**src/als_pkg.sv**
```systemverilog
// Shared types, constants and register codes of the addressable LED serialiser.
package als_pkg;

  localparam int MAX_LEDS_DEF   = 16;
  localparam int COLOR_BITS_DEF = 24;

  localparam int CFG_IDX_W  = 3;
  localparam int CFG_DATA_W = 16;

  localparam logic [CFG_IDX_W-1:0] REG_ZERO_HIGH  = 3'd0;
  localparam logic [CFG_IDX_W-1:0] REG_ONE_HIGH   = 3'd1;
  localparam logic [CFG_IDX_W-1:0] REG_BIT_PERIOD = 3'd2;
  localparam logic [CFG_IDX_W-1:0] REG_LATCH      = 3'd3;
  localparam logic [CFG_IDX_W-1:0] REG_LEDS       = 3'd4;

  localparam logic [15:0] ZERO_HIGH_RST  = 16'd20;
  localparam logic [15:0] ONE_HIGH_RST   = 16'd40;
  localparam logic [15:0] BIT_PERIOD_RST = 16'd63;
  localparam logic [15:0] LATCH_RST      = 16'd1500;
  localparam logic [4:0]  LEDS_RST       = 5'd16;
  localparam logic [15:0] COUNT_MAX      = 16'hFFFF;
  localparam logic [23:0] RESET_COLOR    = 24'hFFFFFF;

  typedef struct packed {
    logic        start_frame;
    logic        write_enable;
    logic [3:0]  write_index;
    logic [23:0] write_color;
  } in_item_t;

  typedef struct packed {
    logic line_level;
    logic sending;
    logic ready_to_show;
    logic frame_done;
  } out_item_t;

endpackage

```
**src/als_pixel_store.sv**
```systemverilog
// Pixel colour memory with registered read, per-entry valid bits and write forwarding.
module als_pixel_store #(
  parameter int DEPTH = als_pkg::MAX_LEDS_DEF,
  parameter int WIDTH = als_pkg::COLOR_BITS_DEF,
  parameter int AW    = (DEPTH > 1) ? $clog2(DEPTH) : 1
) (
  input  logic             clk,
  input  logic             rst,
  input  logic             wr_en,
  input  logic [AW-1:0]    wr_addr,
  input  logic [WIDTH-1:0] wr_data,
  input  logic [AW-1:0]    rd_addr_next,
  input  logic [AW-1:0]    rd_addr,
  output logic [WIDTH-1:0] rd_word
);
  import als_pkg::*;

  localparam logic [WIDTH-1:0] BLANK = WIDTH'(RESET_COLOR);

  logic [WIDTH-1:0] mem [DEPTH];
  logic [DEPTH-1:0] valid;
  logic [WIDTH-1:0] mem_q;
  logic [WIDTH-1:0] hit_data_q;
  logic             valid_q;
  logic             hit_q;
  logic [WIDTH-1:0] stored_word;

  always_ff @(posedge clk) begin
    if (wr_en) begin
      mem[wr_addr] <= wr_data;
    end
    mem_q <= mem[rd_addr_next];
    hit_data_q <= wr_data;
  end

  always_ff @(posedge clk) begin
    if (rst) begin
      valid   <= '0;
      valid_q <= 1'b0;
      hit_q   <= 1'b0;
    end else begin
      if (wr_en) begin
        valid[wr_addr] <= 1'b1;
      end
      valid_q <= valid[rd_addr_next];
      hit_q   <= wr_en && (wr_addr == rd_addr_next);
    end
  end

  // An entry never written reads as the reset colour.
  assign stored_word = hit_q ? hit_data_q : (valid_q ? mem_q : BLANK);
  assign rd_word = (wr_en && (wr_addr == rd_addr)) ? wr_data : stored_word;

endmodule

```
**config.mk**
```make
export PLATFORM = sky130hd
export DESIGN_NAME = als_pixel_store
export DESIGN_NICKNAME = d
export VERILOG_FILES = /design/src/als_pkg.sv /design/src/als_pixel_store.sv
export SDC_FILE = /design/constraint.sdc
export NUM_CORES = 1
export LEC_CHECK = 0
export BUFFER_PORTS_ARGS = -buffer_cell sky130_fd_sc_hd__buf_2
export CAP_MARGIN = 20
export CORE_MARGIN = 2
export CORE_UTILIZATION = 40
export CTS_CLUSTER_DIAMETER = 80
export DETAILED_ROUTE_END_ITERATION = 10
export PLACE_DENSITY_LB_ADDON = 0.05
export SYNTH_ARGS = -nofsm -noshare
export SYNTH_HDL_FRONTEND = slang
export SYNTH_SLANG_ARGS = --single-unit
```
**constraint.sdc**
```tcl
create_clock -name clk -period 3.3 [get_ports clk]
set_clock_uncertainty 0.05 [all_clocks]
set_input_delay 0.66 -clock clk [delete_from_list [all_inputs] [get_ports clk]]
set_output_delay 0.66 -clock clk [all_outputs]
set_load 0.005 [all_outputs]
```
### Word-level counts from Yosys, hierarchy flattened

Memory sizes are Yosys's and may differ from the RTL's. A register that Yosys moved wholly into a read port is not among the register bits.
Index checks and enable logic that the tools add are counted.

| cells by class | value |
|---|---|
| add/subtract/negate cells | 0 |
| multiply operators | 0 |
| divide/modulo/power cells | 0 |
| order comparisons | 3 |
| equality and inequality tests | 2 |
| shift operators | 0 |
| muxes and demuxes | 9 |
| bitwise logic cells | 1 |
| reductions and logical operators | 3 |

Operators by type and width:

| kind | number |
|---|---|
| $mux 24 | 3 |
| $or 16x16->16 | 1 |
| $lt 4x5->1 const B | 2 |
| $eq 4x4->1 | 2 |
| $bmux 1 s4 | 1 |
| $demux 1 s4 | 1 |
| $ge 4x1->1 const B | 1 |
| $mux 1 | 4 |
| $logic_and 1x1->1 | 3 |

| storage, ports and cells | value |
|---|---|
| bits in registers | 42 |
| latch bits | 0 |
| memory bits (writable) | 384 |
| bits in read-only memories | 0 |
| output and inout port bits | 24 |
| logic and storage cells | 23 |
| memories | 1 |

Memories:

| name | depth | width | read ports | clocked after Yosys merged registers in | wr ports | RTL line | text |
|---|---|---|---|---|---|---|---|
| mem | 16 | 24 | 1 | 1 | 1 | als_pixel_store.sv:20 | `logic [WIDTH-1:0] mem [DEPTH];` |

### Depth between registers and ports, before layout

| depth | value |
|---|---|
| depth in word-level cells | 5 |
| gate-level depth with buffers | 7 |
| depth with buffers taken out | 4 |

### Worst setup path before layout

OpenSTA, ideal clock, no wires.

| timing | value |
|---|---|
| path kind | input port to flip-flop |
| from | input port wr_addr[2] |
| to | memory mem[0][0] in the netlist's numbering, enable pin |
| data arrival time | 2891 ps |
| required time | 2813 ps |
| slack | -79 ps |
| cell stages on the path | 2 |
| path buffers | 0 |
| path through | or3b_2 -> nor3_1 |

RTL lines:

| element | RTL line | text |
|---|---|---|
| from (decl) | als_pixel_store.sv:10 | `input logic [AW-1:0] wr_addr,` |
| to (decl) | als_pixel_store.sv:20 |  |

No word-level cell before the write port.

### Worst setup path after layout

| timing | value |
|---|---|
| from | input port wr_addr[2] |
| to | output port rd_word[9] |

| on the way | value |
|---|---|
| cells in the longest elaborated chain, start to end | 3 |

RTL lines:

| element | RTL line | text |
|---|---|---|
| $eq 4x4->1 | als_pixel_store.sv:52 | `assign rd_word = (wr_en && (wr_addr == rd_addr)) ? wr_data : stored_word;` |
| $logic_and 1x1->1 | als_pixel_store.sv:52 |  |
| $mux 24 | als_pixel_store.sv:52 |  |
| to (decl) | als_pixel_store.sv:14 | `output logic [WIDTH-1:0] rd_word` |

No other way between the ends.

==> flow_summary.ini <==
[sta]
fmax_mhz = 312
hold-worst-slack_ns = 0.319
worst_slew_pin_slew_ns = 0.805
post-route-min-period_ns = 3.20
timing.final.crit_share_pct = 97.1
maxSlewViolCount = 0
slew_headroom_pct = 46.1
rsz0062_at_grt = no
hold_viol_final = 0
fin_tns_setup_ns = 0
finalSetupViolations = 0

[die]
dieArea_sq_um = 43800
io_pins = 63
core_area_sq_um = 41800
die-width_microns = 209
die_h_microns = 209
initial_core_util_pct = 40.4
num_rows = 75

[worst_setup_path]
worstPathRequired_ns = 2.59
reg2reg_depth = 3
crit_slowest_cell = or4b_2
cp_num_cells = 7
cp_max_fo = 12
crit_arrival_ns = 2.49
path_delay_family = simple AND/OR/NAND/NOR gates
critPathLaunchType = primary input
worstPathCellList = buf_2 > inv_1 > a222oi_1 > or4b_2 > buf_6 > mux2_4 > buf_2
cp_num_buf_inv = 4
crit_top_cell = buf_2
path_class = in -> out
cpPeakStageDelay_ns = 0.70
r2r_slack_ns = 1.75
r2r-start = mem[10][18]
worst_setup_path_end_kind = output port
rr_endpoint = mem_q[18]

[drt]
ant_nets = 0
dr_total_vias = 8168
routedWlPerCell_microns = 26.1
routed_wirelength_mm = 39.3
route.detailed.drc = 0
drtPass1Iterations = 4
via_per_inst = 5.42
drtIter0Drc = 517

[yosys]
synthFlopType = edfxtp_1
synth_warnings = 0
synth_top_area_share_pct = 68.4
syn_nets = 868
avgSynthCellArea_sq_um = 20.3
syn_area_sq_um = 16900
yosys.area.top_type = edfxtp_1
yosys_register_bits = 450
synthTopCellsByArea = edfxtp_1 (68%), mux4_2 (13%), dfxtp_1 (7.8%)
async_reset_ff_share_pct = 0
synth_cell_types = 37
synth-seq-area-share_pct = 76.2
synthCells = 829
synth_edf_count = 384

[job]
cap_violations = 0

[place]
globalplace.congestion = 0.760
portBuffers = 62
dp_hpwl_mm = 20.9

[clocking]
cts-root-buf = clkbuf_16
tritoncts = built
clkTransAtPathRegs_ns = 0.06
postCtsHoldBufs = 0
insertion_delay_ns = 0.56
cts_max_path_buffers = 3
cts.sinks = 450
htree_num_levels = 2
numCtsBuffers = 47

[global_routing]
track_usage_pct = 18.4
grt_max_degree = 53
grt_antenna_before_repair = 0
grt_pass1_vias = 8766
grt_overflow = 0
grt_pass1_wl_mm = 57.5

[worst_hold_path]
min_to = hit_data_q[5]
whs_path_depth = 1
hp-class = in -> reg
hp-start = wr_data[5]

[final_layout]
nFillCells = 3459
multi_input_comb_area_sq_um = 3780
diodes = 0
layout-drive-gt1-share_pct = 31.9
final_nets = 968
regArea_sq_um = 12900
area_growth_pct = 16.6

[outcome]
outcome = finished clean

[power_and_ir_drop]
p_per_area_nw_per_um2 = 620
p_comb_share_pct = 5.3
p_int_mw = 9.71
peakVddDrop_v = 0.000319
p_leak_nw = 6.60
power.clock.fraction_pct = 42.5
switching_share_pct = 20.3
power.switching_mw = 2.48
seqPwrFrac_pct = 52.2
-- layout by cell type, fill, tap and decap left out, types with 19 or more instances in the layout --
cell / count
buf_4: 26
edfxtp_1: 384
a22o_1: 24
clkbuf_16: 49
dfxtp_1: 66
clkbuf_1: 19
buf_2: 60
mux4_2: 98
inv_1: 30
a21oi_1: 24
nor2_1: 56
a221o_1: 24
mux2_4: 20
-- synth_stat cells (4+ instances only) --
library cell and n:
a21oi_1 24, a221o_1 24, a22o_1 24, buf_2 10
buf_4 4, clkbuf_1 28, dfxtp_1 66, edfxtp_1 384
inv_1 30, mux2_2 6, mux2_4 20, mux4_2 98
nand2_1 4, nor2_1 70, nor3_1 4
-- how the worst max path moves through the flow --
stage / startpoint / endpoint / slack [ns]
4_1_cts: wr_addr[2] / rd_word[9] / 0.06
5_1_grt: wr_addr[2] / rd_word[8] / 0.03
6_report: wr_addr[2] / rd_word[9] / 0.1
2_1_floorplan: wr_addr[2] / mem[8][0] / 0.22
3_5_place_dp: wr_addr[2] / rd_word[9] / 0.06
3_3_place_gp: wr_addr[0] / rd_word[9] / 0.10
-- per-stage QoR --
| step | cells | power, mW | worst slack, ns | util (%) | cell area, sq um |
|---|---|---|---|---|---|
| floorplan | 829 | 6.86 | 0.222 | - | 16900 |
| global placement | 1419 | 7.12 | 0.102 | 43.4 | 18100 |
| detailed placement | 1419 | 7.14 | 0.0626 | 43.4 | 18100 |
| CTS | 1506 | 12.3 | 0.0618 | 47.1 | 19700 |
| global route | 1506 | 12.6 | 0.0321 | 47.1 | 19700 |
| finish | 1506 | 12.2 | 0.0953 | 47.1 | 19700 |
-- state kept, by name, indices dropped and copies added (netlist names) --
register    count
hit_q           1
valid          16
mem_q          24
hit_data_q     24
mem           384
valid_q         1
-- power by group through the flow --
stage	Combinational, mW	Clock, mW	Sequential, mW
floorplan	0.388	0	6.47
global placement	0.647	0	6.47
detailed placement	0.662	0	6.48
CTS	0.664	5.33	6.36
global route	0.704	5.56	6.37
finish	0.649	5.18	6.36
-- metal layers --
layer	up-vias	global-route usage [%]	wire length, microns
met3	60	3.22	1650
met4	0	6.13	964
met5	-	0	0
met2	192	30.0	19100
met1	4348	25.2	17600
li1	3568	-	-
-- timing repair --
action	CTS	global route
setup endpoints to repair	0	3
resized for setup	0	1
buffers inserted	0	0
-- layout make-up --
type,count,share of cell area [%]
sequential,450,65.4
inverter,30,0.573
tap,539,3.43
clock inverter,13,0.751
clock buffer,74,7.02
multi-input combinational,302,19.2
timing repair buffer,98,3.65
-- logic make-up (layout without fill, tap and decap cells) --
kind of cell,count (synthesis),count (layout),synth area share [%]
buffers and inverters,77,215,2.16
muxes,126,126,15.4
AOI/OAI and AO/OA,82,82,3.83
xor gates and xnor gates,2,2,0.104
DFF,450,450,76.2
and+or+nand+nor,92,92,2.34
Note: power is estimated with default switching activity, not from simulation.
